===== src/hw/rtl/tcw_pkg.sv =====
`default_nettype none
// ----------------------------------------------------------------------------
// tcw_pkg: shared definitions for the text console cell writer
// Field widths, character codes, op codes and the command and status
// records that pass between the controller and the datapath.
// ----------------------------------------------------------------------------
package tcw_pkg;

    localparam int COLS_DEF = 80;
    localparam int ROWS_DEF = 25;

    localparam int OP_W    = 3;
    localparam int CHAR_W  = 8;
    localparam int POS_W   = 11;
    localparam int COLOR_W = 8;
    localparam int DATA_W  = COLOR_W + CHAR_W;

    localparam logic [COLOR_W-1:0] COLOR_RESET  = 8'h01;
    localparam logic [CHAR_W-1:0]  CH_NEWLINE   = 8'd10;
    localparam logic [CHAR_W-1:0]  CH_BACKSPACE = 8'd8;
    localparam logic [CHAR_W-1:0]  CH_SPACE     = 8'd32;

    typedef enum logic [OP_W-1:0] {
        OP_PUT_CHAR   = 3'd0,
        OP_MOVE_LEFT  = 3'd1,
        OP_MOVE_RIGHT = 3'd2,
        OP_CLEAR      = 3'd3,
        OP_SAVE       = 3'd4,
        OP_RESTORE    = 3'd5,
        OP_READ_CELL  = 3'd6
    } op_t;

    typedef enum logic [3:0] {
        ST_IDLE,
        ST_DECODE,
        ST_SCROLL_RD,
        ST_SCROLL_WR,
        ST_FILL,
        ST_SAVE_RD,
        ST_SAVE_WR,
        ST_REST_RD,
        ST_REST_WR,
        ST_READ_WAIT,
        ST_DONE
    } state_t;

    typedef enum logic [2:0] {
        CUR_HOLD,
        CUR_LEFT,
        CUR_RIGHT,
        CUR_NEXT_ROW,
        CUR_HOME,
        CUR_SAVE,
        CUR_RESTORE
    } cur_cmd_t;

    typedef enum logic [3:0] {
        MEM_NONE,
        MEM_PUT_CHAR,
        MEM_BACKSPACE,
        MEM_SCROLL_RD,
        MEM_SCROLL_WR,
        MEM_FILL,
        MEM_SAVE_RD,
        MEM_SAVE_WR,
        MEM_REST_RD,
        MEM_REST_WR,
        MEM_READ_CELL
    } mem_cmd_t;

    typedef struct packed {
        logic     load;
        cur_cmd_t cur_cmd;
        mem_cmd_t mem_cmd;
        logic     cnt_clr;
        logic     cnt_inc;
        logic     capture;
        logic     out_load;
    } dp_cmd_t;

    typedef struct packed {
        logic [OP_W-1:0] op;
        logic            is_newline;
        logic            is_backspace;
        logic            col_zero;
        logic            col_last;
        logic            row_last;
        logic            cnt_move_end;
        logic            cnt_end;
        logic            addr_in_range;
        logic            out_free;
    } dp_status_t;

endpackage
`default_nettype wire


===== src/hw/rtl/tcw_ctrl.sv =====
`default_nettype none
// ----------------------------------------------------------------------------
// tcw_ctrl: sequencer of the text console cell writer
// Decodes each item and steps the datapath through writes, scrolls,
// clears, snapshot copies and cell reads.
// ----------------------------------------------------------------------------
module tcw_ctrl (
    input  logic               clk,
    input  logic               rst_n,
    input  logic               in_valid,
    output logic               in_ready,
    input  tcw_pkg::dp_status_t status,
    output tcw_pkg::dp_cmd_t   cmd
);
    import tcw_pkg::*;

    state_t state_reg;
    state_t state_next;
    logic   can_accept;

    assign can_accept = (state_reg == ST_IDLE) || ((state_reg == ST_DONE) && status.out_free);
    assign in_ready   = can_accept;

    always_ff @(posedge clk or negedge rst_n)
    begin
        if (!rst_n)
        begin
            state_reg <= ST_IDLE;
        end
        else
        begin
            state_reg <= state_next;
        end
    end

    // Next state.
    always_comb
    begin
        state_next = state_reg;
        case (state_reg)
            ST_IDLE:
            begin
                if (in_valid)
                begin
                    state_next = ST_DECODE;
                end
            end
            ST_DECODE:
            begin
                state_next = ST_DONE;
                case (status.op)
                    OP_PUT_CHAR:
                    begin
                        if (status.is_newline || (!status.is_backspace && status.col_last))
                        begin
                            if (status.row_last)
                            begin
                                state_next = ST_SCROLL_RD;
                            end
                        end
                    end
                    OP_CLEAR:     state_next = ST_FILL;
                    OP_SAVE:      state_next = ST_SAVE_RD;
                    OP_RESTORE:   state_next = ST_REST_RD;
                    OP_READ_CELL:
                    begin
                        if (status.addr_in_range)
                        begin
                            state_next = ST_READ_WAIT;
                        end
                    end
                    default:      state_next = ST_DONE;
                endcase
            end
            ST_SCROLL_RD: state_next = ST_SCROLL_WR;
            ST_SCROLL_WR: state_next = status.cnt_move_end ? ST_FILL : ST_SCROLL_RD;
            ST_FILL:      state_next = status.cnt_end ? ST_DONE : ST_FILL;
            ST_SAVE_RD:   state_next = ST_SAVE_WR;
            ST_SAVE_WR:   state_next = status.cnt_end ? ST_DONE : ST_SAVE_RD;
            ST_REST_RD:   state_next = ST_REST_WR;
            ST_REST_WR:   state_next = status.cnt_end ? ST_DONE : ST_REST_RD;
            ST_READ_WAIT: state_next = ST_DONE;
            ST_DONE:
            begin
                if (status.out_free)
                begin
                    state_next = in_valid ? ST_DECODE : ST_IDLE;
                end
            end
            default:      state_next = ST_IDLE;
        endcase
    end

    // Datapath commands.
    always_comb
    begin
        cmd.load     = in_valid && can_accept;
        cmd.cur_cmd  = CUR_HOLD;
        cmd.mem_cmd  = MEM_NONE;
        cmd.cnt_clr  = 1'b0;
        cmd.cnt_inc  = 1'b0;
        cmd.capture  = 1'b0;
        cmd.out_load = 1'b0;
        case (state_reg)
            ST_DECODE:
            begin
                cmd.cnt_clr = 1'b1;
                case (status.op)
                    OP_PUT_CHAR:
                    begin
                        if (status.is_newline)
                        begin
                            cmd.cur_cmd = CUR_NEXT_ROW;
                        end
                        else if (status.is_backspace)
                        begin
                            if (!status.col_zero)
                            begin
                                cmd.cur_cmd = CUR_LEFT;
                                cmd.mem_cmd = MEM_BACKSPACE;
                            end
                        end
                        else
                        begin
                            cmd.mem_cmd = MEM_PUT_CHAR;
                            cmd.cur_cmd = status.col_last ? CUR_NEXT_ROW : CUR_RIGHT;
                        end
                    end
                    OP_MOVE_LEFT:  cmd.cur_cmd = CUR_LEFT;
                    OP_MOVE_RIGHT: cmd.cur_cmd = CUR_RIGHT;
                    OP_CLEAR:      cmd.cur_cmd = CUR_HOME;
                    OP_SAVE:       cmd.cur_cmd = CUR_SAVE;
                    OP_RESTORE:    cmd.cur_cmd = CUR_RESTORE;
                    OP_READ_CELL:
                    begin
                        if (status.addr_in_range)
                        begin
                            cmd.mem_cmd = MEM_READ_CELL;
                        end
                    end
                    default:       cmd.cur_cmd = CUR_HOLD;
                endcase
            end
            ST_SCROLL_RD: cmd.mem_cmd = MEM_SCROLL_RD;
            ST_SCROLL_WR:
            begin
                cmd.mem_cmd = MEM_SCROLL_WR;
                cmd.cnt_inc = 1'b1;
            end
            ST_FILL:
            begin
                cmd.mem_cmd = MEM_FILL;
                cmd.cnt_inc = !status.cnt_end;
            end
            ST_SAVE_RD:   cmd.mem_cmd = MEM_SAVE_RD;
            ST_SAVE_WR:
            begin
                cmd.mem_cmd = MEM_SAVE_WR;
                cmd.cnt_inc = !status.cnt_end;
            end
            ST_REST_RD:   cmd.mem_cmd = MEM_REST_RD;
            ST_REST_WR:
            begin
                cmd.mem_cmd = MEM_REST_WR;
                cmd.cnt_inc = !status.cnt_end;
            end
            ST_READ_WAIT: cmd.capture = 1'b1;
            ST_DONE:      cmd.out_load = status.out_free;
            default:      cmd.load = in_valid && can_accept;
        endcase
    end

    // An accepted item is always decoded in the following cycle.
    a_load_decodes: assert property (@(posedge clk) disable iff (!rst_n)
        cmd.load |=> (state_reg == ST_DECODE))
        else $error("accepted item was not decoded");

    // The memories stay untouched while no item is in progress.
    a_idle_no_mem: assert property (@(posedge clk) disable iff (!rst_n)
        (state_reg == ST_IDLE) |-> (cmd.mem_cmd == MEM_NONE))
        else $error("memory command issued while idle");

endmodule
`default_nettype wire


===== config.mk =====
export PLATFORM = sky130hd
export DESIGN_NAME = tcw_ctrl
export DESIGN_NICKNAME = d
export VERILOG_FILES = /design/src/hw/rtl/tcw_pkg.sv /design/src/hw/rtl/tcw_ctrl.sv
export SDC_FILE = /design/constraint.sdc
export NUM_CORES = 1
export LEC_CHECK = 0
export BUFFER_PORTS_ARGS = -buffer_cell sky130_fd_sc_hd__clkbuf_2
export CAP_MARGIN = 20
export CORE_UTILIZATION = 42
export DETAILED_ROUTE_END_ITERATION = 10
export GPL_ROUTABILITY_DRIVEN = 0
export PLACE_DENSITY = 0.77
export SLEW_MARGIN = 20
export SYNTH_ARGS = -nofsm -noshare
export SYNTH_HDL_FRONTEND = slang
export SYNTH_SLANG_ARGS = --single-unit

===== constraint.sdc =====
create_clock -name clk -period 2 [get_ports clk]
set_clock_uncertainty 0.2 [all_clocks]
set_input_delay 0.4 -clock clk [delete_from_list [all_inputs] [get_ports clk]]
set_output_delay 0.4 -clock clk [all_outputs]
set_load 0.01 [all_outputs]

==> impl_metrics.ini <==
[pwr]
power_density_nw_per_um2 = 1320
total_power_mw = 1.44
power.leakage_nw = 0.523
irDropWorstVdd_v = 0.000965

[setup_path]
critPathArrivalTime_ns = 1.60
path_class = reg -> out
cp_max_fo = 5
cp.required_ns = 1.40
endpoint_kind = primary output
worst_setup_path_start_kind = flip-flop

[synthesis]
ys_top_cells_by_area = dfrtp_1, a21oi_1, nor2_1
async_flop_share_pct = 100
yosysTopAreaCellShare_pct = 15.2
synth_fp_nets = 112
synth-seq-cells = 4
synth_ff_type = dfrtp_1
synth_cell_types = 36
synthCells = 97
yosys.area.top_type = dfrtp_1
yosysWarnings = 0
synth_most_common_cell = a21oi_1
synth_area_sq_um = 657
synth_edf_count = 0
syn_avg_cell_area_sq_um = 6.77
yosysSeqAreaShare_pct = 15.2
synth_commonest_cells = a21oi_1, nor2_1, o21ai_0, inv_1

[drt]
avgViaCountPerCell = 5.97
postRouteWirelength_microns = 2350
vias = 938
drc = 0
first_pass_iters = 4
drt_first_iter_violations = 43
wl_per_cell_microns = 14.9
final_antenna_net_count = 0

[timing]
fin_crit_sh_pct = 110
holdWs_ns = 0.309
maxSlewHeadroom_pct = 80.1
final_max_slew_viol_count = 0
rsz0062_at_grt = true
final.min_clock_period_ns = 2.20
finalSetupViolations = 9
hold_viol_final = 0
worst_slack_ns = -0.196
max_freq_mhz = 455
tightestPinTransition_ns = 0.296

[floorplan]
row_count = 13
fp.dieH_microns = 41.5
initial_core_util_pct = 47.5
die_w_microns = 41.5
die_area_sq_um = 1730
core_area_sq_um = 1380
ios = 28

[grt]
grt_max_degree = 20
grt_pass1_wl_microns = 3460
antenna_found_initial = 0
grt-ovfl-total = 0
grt_pass1_vias = 796
grt_usage_pct = 25.0

[placed_design]
place_ws_ns = -0.206
place_hpwl_microns = 1460
port_buffers = 27

[clocking]
cts_buffers = 3
insertion_delay_ns = 0.24
path_clk_slew_ns = 0.04
clock_sink_count = 4
htreeDepth = 1
cts_tree = built
cts.path.max_buffers = 2
cts_root_buffer = clkbuf_4

[outcome]
violations = negative setup slack
outcome = complete, but fails checks

[hold_path]
hp-class = in -> async

[finish]
diodes = 0
finish.net_count = 159
syn_to_final_growth_pct = 67.0
final_layout_size_suffix_gt1_share_pct = 51.4
largest_reg_flops = 4
final_util_pct = 79.4

[run]
drv_cap = 0
what timing repair did:
item / CTS / global route
endpoints found under the setup margin: 11 / 12
resized for setup: 16 / 21
pin swaps: 5 / 5
hold buffers: 1 / 0
setup buffers: 2 / 7
hold endpoints to repair: 4 / 0
cell families (layout without fill, tap and decap cells):
family	count (synthesis)	after routing	share of synthesized area [%]
and+or+nand+nor	42	42	37.9
AOI/OAI and AO/OA	34	34	33.5
buffers and inverters	15	60	10.7
DFF	4	4	15.2
xor gates and xnor gates	2	2	2.67
power breakdown:
part / switching [mW] / leakage, nW / internal (mW)
combinational: 0.620 / 0.460 / 0.575
clock: 0.0365 / 0.0138 / 0.0673
sequential: 0.0261 / 0.0494 / 0.121
total: 0.682 / 0.523 / 0.763
worst max-delay path, stage by stage (launching register included):
cell,delay (ns)
dfrtp_1,0.37
or4b_4,0.61
o32ai_2,0.22
buf_2,0.16
layout make-up:
| cell class | instances | area, sq um |
|---|---|---|
| Inverter | 7 | 26.3 |
| Multi-Input combinational cell | 78 | 577 |
| Timing Repair Buffer | 50 | 353 |
| Fill cell | 101 | 285 |
| Tap cell | 15 | 18.8 |
| Clock buffer | 3 | 22.5 |
| Sequential cell | 4 | 100 |
cells in the final DEF (no fill, tap or decap), types with 3 or more instances in the layout:
master     n
a21oi_1   13
and3_1     5
inv_1      5
buf_4     18
clkbuf_2  17
nand2b_1   3
nor2_1     7
nor2b_1    3
buf_6      6
nor2_4     3
nand2_1    3
dfrtp_1    4
buf_2      7
clkbuf_4   3
o21ai_0    7
through the flow:
step	setup TNS [ns]	cell area [sq um]	instances
after floorplan	-0.0518	682	97
after global placement	-0.359	912	147
after detailed placement	-0.428	912	147
after CTS	-1.58	1020	153
after global routing	-1.76	1100	157
final	-1.21	1100	157
metal layers:
layer / vias up / share of wire, % / global-route usage (%)
met3: 6 / 6.8 / 3.91
met1: 433 / 42 / 31.9
met5: - / 0 / 0
met2: 48 / 49 / 42.5
met4: 0 / 2.3 / 8.39
li1: 451 / - / -
final timing paths:
check	start	end	slack [ns]	cells past startpoint
setup / recovery	state_reg[1]	cmd[4]	-0.20	3
hold / removal	rst_n	state_reg[3]	0.31	2
setup reg to reg	state_reg[1]	state_reg[3]	0.17	5
hold reg to reg	state_reg[3]	state_reg[2]	0.52	2
max in group asynchronous	rst_n	state_reg[1]	1.17	2
min in group clk	in_valid	state_reg[0]	0.36	3
Power figures use the tool's default switching activity.
